$ cat src/sv/assert_macros.svh
// ----------------------------------------------------------------------------
// Assertion macros
// Concurrent assertion wrappers; empty when SYNTHESIS is defined.
// ----------------------------------------------------------------------------
`ifndef ASSERT_MACROS_SVH
`define ASSERT_MACROS_SVH
`ifndef SYNTHESIS
`define ASSERT_PROP(lbl, clk, rst_n, prop) \
  lbl: assert property (@(posedge clk) disable iff (!rst_n) prop) \
    else $error("assertion failed");
`define ASSERT_NEVER(lbl, clk, rst_n, prop) \
  lbl: assert property (@(posedge clk) disable iff (!rst_n) !(prop)) \
    else $error("forbidden condition seen");
`else
`define ASSERT_PROP(lbl, clk, rst_n, prop)
`define ASSERT_NEVER(lbl, clk, rst_n, prop)
`endif
`endif

$ cat src/sv/bfa_pkg.sv
// ----------------------------------------------------------------------------
// Bitmap frame allocator package
// Shared widths, codes, state type and divider interface types.
// ----------------------------------------------------------------------------
package bfa_pkg;

  localparam int FRAME_TOTAL_DEF = 65536;
  localparam int WORD_BITS_DEF   = 64;

  localparam int KIND_W   = 3;
  localparam int START_W  = 16;
  localparam int COUNT_W  = 17;
  localparam int ALIGN_W  = 17;
  localparam int TYPE_W   = 4;
  localparam int STATUS_W = 2;
  localparam int LIMIT_W  = 17;
  // frame positions during search stay below 2^19
  localparam int POS_W    = 19;
  localparam int DCNT_W   = $clog2(POS_W + 1);

  typedef enum logic [KIND_W-1:0] {
    KIND_ALLOC     = 3'd0,
    KIND_FREE      = 3'd1,
    KIND_RESTART   = 3'd2,
    KIND_INIT_DESC = 3'd3,
    KIND_REL_DESC  = 3'd4
  } kind_e;

  localparam logic [STATUS_W-1:0] STAT_DONE    = 2'd0;
  localparam logic [STATUS_W-1:0] STAT_NOFIT   = 2'd1;
  localparam logic [STATUS_W-1:0] STAT_IGNORED = 2'd2;

  localparam logic [TYPE_W-1:0] MTYPE_BOOT_CODE = 4'd3;
  localparam logic [TYPE_W-1:0] MTYPE_BOOT_DATA = 4'd4;
  localparam logic [TYPE_W-1:0] MTYPE_CONV      = 4'd7;

  typedef enum logic [3:0] {
    ST_FILL,
    ST_IDLE,
    ST_DECODE,
    ST_ALCHK,
    ST_DIV_LO,
    ST_DIV_HI,
    ST_RD,
    ST_EVAL,
    ST_JUMP_DIV,
    ST_JUMP_WAIT,
    ST_JUMP_MUL,
    ST_DONE
  } state_e;

  typedef enum logic [1:0] {
    MODE_CHECK,
    MODE_SET,
    MODE_CLEAR
  } mode_e;

  typedef struct packed {
    logic             go;
    logic [POS_W-1:0] num;
    logic [POS_W-1:0] den;
  } div_req_t;

  typedef struct packed {
    logic             busy;
    logic             done;
    logic [POS_W-1:0] quo;
    logic [POS_W-1:0] rem;
  } div_rsp_t;

endpackage

$ cat src/sv/bfa_div.sv
// ----------------------------------------------------------------------------
// Serial divider
// Restoring divider, one quotient bit per cycle; results hold after done.
// ----------------------------------------------------------------------------
module bfa_div import bfa_pkg::*; (
  input  logic     clk_i,
  input  logic     rst_ni,
  input  div_req_t req_i,
  output div_rsp_t rsp_o
);

  logic [DCNT_W-1:0] cnt_q, cnt_d;
  logic              done_q, done_d;
  logic [POS_W-1:0]  den_q, den_d;
  logic [POS_W-1:0]  quo_q, quo_d;
  logic [POS_W-1:0]  rem_q, rem_d;
  logic [POS_W:0]    trial;
  logic              ge;

  assign trial = {rem_q, quo_q[POS_W-1]};
  assign ge    = trial >= {1'b0, den_q};

  always_comb begin
    cnt_d  = cnt_q;
    done_d = 1'b0;
    den_d  = den_q;
    quo_d  = quo_q;
    rem_d  = rem_q;
    if (cnt_q != '0) begin
      cnt_d  = cnt_q - 1'b1;
      done_d = (cnt_q == DCNT_W'(1));
      quo_d  = {quo_q[POS_W-2:0], ge};
      rem_d  = ge ? POS_W'(trial - {1'b0, den_q}) : POS_W'(trial);
    end else if (req_i.go) begin
      cnt_d = DCNT_W'(POS_W);
      den_d = req_i.den;
      quo_d = req_i.num;
      rem_d = '0;
    end
  end

  always_ff @(posedge clk_i or negedge rst_ni) begin
    if (!rst_ni) begin
      cnt_q  <= '0;
      done_q <= 1'b0;
    end else begin
      cnt_q  <= cnt_d;
      done_q <= done_d;
    end
  end

  always_ff @(posedge clk_i) begin
    den_q <= den_d;
    quo_q <= quo_d;
    rem_q <= rem_d;
  end

  assign rsp_o.busy = (cnt_q != '0);
  assign rsp_o.done = done_q;
  assign rsp_o.quo  = quo_q;
  assign rsp_o.rem  = rem_q;

endmodule

$ cat config.mk
export PLATFORM = sky130hd
export DESIGN_NAME = bfa_div
export DESIGN_NICKNAME = d
export VERILOG_FILES = /design/src/sv/assert_macros.svh /design/src/sv/bfa_pkg.sv /design/src/sv/bfa_div.sv
export SDC_FILE = /design/constraint.sdc
export NUM_CORES = 1
export LEC_CHECK = 0
export BUFFER_PORTS_ARGS = -buffer_cell sky130_fd_sc_hd__clkbuf_2
export CORE_ASPECT_RATIO = 1.75
export CORE_MARGIN = 2
export CORE_UTILIZATION = 46
export DETAILED_ROUTE_END_ITERATION = 10
export GPL_TIMING_DRIVEN = 0
export PLACE_DENSITY = 0.74
export SYNTH_ARGS = -nofsm -noshare
export SYNTH_HDL_FRONTEND = slang
export SYNTH_SLANG_ARGS = --single-unit
$ cat constraint.sdc
create_clock -name clk_i -period 3.5 [get_ports clk_i]
set_input_delay 0.35 -clock clk_i [delete_from_list [all_inputs] [get_ports clk_i]]
set_output_delay 0.35 -clock clk_i [all_outputs]
set_load 0.03 [all_outputs]
==> summary by stage <==
Timing
The final number of setup-violating endpoints is 0. At the pin with the least slew margin, the transition time is 994 ps. The part of the cycle the worst path needs is 85.0%. After routing, the total negative slack on setup checks comes to 0 ps. The count of pins over their slew limit is 0.

In this run the tightest slew margin relative to its limit is 33.7%. The number of hold violations in the final report is 0. The smallest clock period supported by the final layout is computed as 2980 ps. Between clock sinks in the finished design, the worst skew comes to 9.36 ps. After layout, the worst setup slack is 525 ps.

Final hold analysis gives a worst-case slack of 187 ps. The upper clock frequency limit is 0.336 GHz. Setup repair after global routing left no endpoint under its margin.

Floorplan
The die covers 8640 sq um. The horizontal die dimension is 71.1 microns. The floorplan step defined a core boundary enclosing 7620 sq um. Measured along the y axis, the die boundary spans 121 microns. The total I/O pin count is 81. The floorplan has 42 rows. The starting density of the core is 47.6%.

Drt
Once detail routing completed, the nets flagged for antenna violations numbered 0. For this block, the routed nets add up to 8190 microns of wire. The number of DRC markers after the initial detailed-route iteration is 201. The post-detailed-route DRC marker count is 0. For this block, the via count after detailed routing is 2863.

The pre-antenna-repair detailed-routing pass consisted of 4 iterations. Dividing the detail-routed via count by the number of cells gives 5.31. The per-cell routed wire length is 15.2 microns.

Power and ir drop
In this run the static leakage power is 2.09 nW. The cell internal power dissipation is 2.75 mW. Across the VDD grid, the largest voltage drop is 468 uV.

Summed over all nets, the switching power comes to 2.24 mW. The logic gate share of total power is 54.4%. The post-layout total power is 4.99 mW. In this run switching power makes up 44.9% of total power. The total power density per cell area is 1120 nW/um^2. The proportion of power drawn by the clock network is 15.9%. The sequential share of power is 29.7%.

CTS
After clock tree synthesis, the clock-pin slew on the worst setup and hold paths is 60 ps. The H-tree was split into 3 levels. The root buffer cell is sky130_fd_sc_hd__clkbuf_16. The post-cts gate resize count is 0. The clock drives 63 sinks. Once the clock tree was built, the setup fixing pass inserted 0 buffers.

For the worst-skew pair, the clock arrives at the later sink with an insertion delay of 330 ps. The maximum number of buffers from clock root to sink is 2. TritonCTS built the clock tree. In this run, CTS created clock tree buffers numbering 9.

Yosys
By area the synthesized netlist is led by sky130_fd_sc_hd__edfxtp_1 (47%), sky130_fd_sc_hd__nand2_1 (7.6%), sky130_fd_sc_hd__ha_1 (7.2%). Counting every net in the synthesized netlist gives 416. During synthesis, Yosys emitted a total of 0 warnings. The count of mapped cells out of synthesis is 353. The synthesized design spends more area on one cell type than any other, namely sky130_fd_sc_hd__edfxtp_1. The synthesis-stage register bit count is 63. After synthesis the cells add up to 3630 sq um. The average instance in the mapped netlist occupies 10.3 sq um. The flip-flop cell with the highest count after synthesis is sky130_fd_sc_hd__edfxtp_1.

Of the post-synthesis cell area, the dominant cell type holds 47.2%. After synthesis, the netlist uses 46 different library cells. The fraction of synthesis flops using an asynchronous set or reset pin is 9.52%. In this run, synthesis inferred 57 flip-flops with an integrated enable. The share of the yosys chip area belonging to registers is 51.3%.

Layout
The multi-input combinational cells in the finished layout cover a total of 1590 sq um. The repair_antennas step left the layout with diodes totalling 0. The finished cells cover 4440 sq um. Registers take 1860 sq um. The post-layout instance count excluding filler cells is 539.

The layout overhead on the synthesized area is 22.5%. For this run, the post-layout net count is 509. After filler insertion, the fill cell instance count of the layout stands at 634.

The share of the core filled with cells in the final layout is 58.3%. In the final layout, the share of cells above drive strength 1 is 25.9%.

Global routing
The first global-routing pass estimated 13200 microns of wire. Global routing used 20.0% of the available tracks across all layers. The number of global-route vias before repair came to 2840.

For this run the aggregate overflow at the end of global routing stands at 0. Entering global routing, the biggest net connects 23 pins. The number of antenna violations at the first check in global routing is 0.

Place
The worst setup slack after placement is 561 ps. The number of input and output port buffers inserted is 80. The total cell area at the placement stage is 4170 sq um. The congestion estimate from routability-driven global placement came to 0.908.

The HPWL after detailed placement is 6040 microns. Including well taps, the total number of placed cells is 522.

Worst setup path
The critical path ends at rem_q[15]$_SDFFCE_PP0P_. The launch point of the critical path is quo_q[18]$_DFFE_PP_. STA classifies the critical path endpoint as a flop. In this run the worst path has a maximum fanout of 10. Setup slack on the worst reg-to-reg path comes out at 520 ps. Counting cells, the worst reg-to-reg path comes to 12. The beginning of the worst register-to-register path is quo_q[18]$_DFFE_PP_. The setup path with the least slack is of type flop to flop. STA puts the critical path data arrival time at 3030 ps.

The sort of element at the start of the critical path is a flop. The required time at the worst-slack endpoint is 3560 ps. The reg-to-reg critical path endpoint is rem_q[15]$_SDFFCE_PP0P_.

Run status
The flow ran to the end, and the final reports show no timing, DRC or antenna violations.

Job
Across the run, the number of max-cap violations was 0.

Min path
The type of the most critical hold path is primary input to flop.
-- sequential cells by signal, summed over array words and instances (netlist names) --
signal and count:
done_q 1, den_q 19, cnt_q 5, rem_q 19, quo_q 19
-- cell usage in the layout (no fill, tap or decap), types with 3 or more instances in the layout --
cell type | netlist | final
sky130_fd_sc_hd__a211oi_2 | 6 | 6
sky130_fd_sc_hd__a21o_1 | 7 | 7
sky130_fd_sc_hd__a21oi_1 | 18 | 18
sky130_fd_sc_hd__a31oi_1 | 3 | 3
sky130_fd_sc_hd__clkbuf_1 | 6 | 7
sky130_fd_sc_hd__clkbuf_16 | 0 | 9
sky130_fd_sc_hd__clkbuf_2 | 3 | 83
sky130_fd_sc_hd__clkinv_2 | 0 | 3
sky130_fd_sc_hd__clkinvlp_4 | 0 | 3
sky130_fd_sc_hd__dfrtp_1 | 6 | 6
sky130_fd_sc_hd__edfxtp_1 | 57 | 57
sky130_fd_sc_hd__ha_1 | 21 | 21
sky130_fd_sc_hd__inv_1 | 25 | 25
sky130_fd_sc_hd__mux2i_1 | 10 | 10
sky130_fd_sc_hd__nand2_1 | 73 | 73
sky130_fd_sc_hd__nand2b_1 | 8 | 7
sky130_fd_sc_hd__nand3_1 | 4 | 4
sky130_fd_sc_hd__nand4_1 | 4 | 4
sky130_fd_sc_hd__nor2_1 | 32 | 32
sky130_fd_sc_hd__nor3_1 | 3 | 3
sky130_fd_sc_hd__o21a_1 | 4 | 4
sky130_fd_sc_hd__o21ai_0 | 13 | 13
sky130_fd_sc_hd__xnor2_1 | 9 | 9
sky130_fd_sc_hd__xor2_1 | 7 | 7
-- synthesized netlist by cell type (3+ instances only) --
cell,n
sky130_fd_sc_hd__inv_1,25
sky130_fd_sc_hd__clkbuf_1,6
sky130_fd_sc_hd__edfxtp_1,57
sky130_fd_sc_hd__a21o_1,7
sky130_fd_sc_hd__nor3_1,3
sky130_fd_sc_hd__a21oi_1,18
sky130_fd_sc_hd__a31oi_1,3
sky130_fd_sc_hd__a211oi_2,6
sky130_fd_sc_hd__dfrtp_1,6
sky130_fd_sc_hd__o21ai_0,13
sky130_fd_sc_hd__xor2_1,7
sky130_fd_sc_hd__ha_1,21
sky130_fd_sc_hd__xnor2_1,9
sky130_fd_sc_hd__nor2_1,32
sky130_fd_sc_hd__clkbuf_2,3
sky130_fd_sc_hd__mux2i_1,10
sky130_fd_sc_hd__nand4_1,4
sky130_fd_sc_hd__nand2_1,73
sky130_fd_sc_hd__nand2b_1,8
sky130_fd_sc_hd__o21a_1,4
sky130_fd_sc_hd__nand3_1,4
-- cell type report --
cell class,count,share of cell area (%)
timing repair buffer,82,9.86
tap,88,2.48
clock buffer,10,5.15
buffer,14,1.75
sequential,63,41.9
clock inverter,6,0.845
multi-input combinational,250,35.8
inverter,26,2.20
-- kinds of logic (layout without fill, tap and decap cells) --
logic type / after synthesis / count (layout) / share of synthesized area (%)
muxes: 10 / 10 / 2.76
and+or+nand+nor: 134 / 134 / 15.9
DFF: 63 / 63 / 51.3
adders and majority gates: 22 / 22 / 7.80
buffers and inverters: 40 / 138 / 4.83
AOI/OAI and AO/OA: 68 / 68 / 13.5
xor gates and xnor gates: 16 / 16 / 3.86
-- what timing repair did --
item,4_1_cts,5_1_grt
hold endpoints to repair,6,0
hold buffers,1,0
endpoints found under the setup margin,0,0
-- power by group through the flow --
stage               registers, mW  logic (mW)  clock network [mW]
floorplan                    1.91        1.62                   0
global placement             1.49        2.62                   0
detailed placement           1.50        2.69                   0
CTS                          1.48        2.72               0.812
global route                 1.52        2.99               0.850
finish                       1.48        2.71               0.794
-- routing by layer --
layer	share of wire [%]	wire length (microns)	global-route usage, %	vias to the layer above
met2	53	4350	33.6	90
met4	3.5	283	11.4	0
met3	4.6	375	4.24	23
met1	39	3190	23.2	1329
li1	-	-	-	1421
met5	0	0	0	-
-- critical path, stage by stage (launching register included) --
cell,delay [ps]
sky130_fd_sc_hd__edfxtp_1,390
sky130_fd_sc_hd__inv_1,60
sky130_fd_sc_hd__ha_1,220
sky130_fd_sc_hd__fa_1,400
sky130_fd_sc_hd__nand2b_1,190
sky130_fd_sc_hd__a211oi_2,280
sky130_fd_sc_hd__nor2_1,100
sky130_fd_sc_hd__o21ai_2,280
sky130_fd_sc_hd__o21ai_2,130
sky130_fd_sc_hd__nand2_4,200
sky130_fd_sc_hd__buf_6,190
sky130_fd_sc_hd__mux2i_1,200
sky130_fd_sc_hd__nor2_1,60
-- how the worst min path moves through the flow --
stage	startpoint	to	slack, ps	depth (start not counted)
final	req_i[12]	den_q[12]$_DFFE_PP_	190	1
after global routing	req_i[18]	den_q[18]$_DFFE_PP_	180	1
after CTS	req_i[12]	den_q[12]$_DFFE_PP_	180	1
after detailed placement	rst_ni	cnt_q[0]$_DFFE_PN0P_	190	1
after global placement	rst_ni	cnt_q[0]$_DFFE_PN0P_	180	1
after floorplan	rst_ni	cnt_q[0]$_DFFE_PN0P_	50	0
Power figures use the tool's default switching activity.
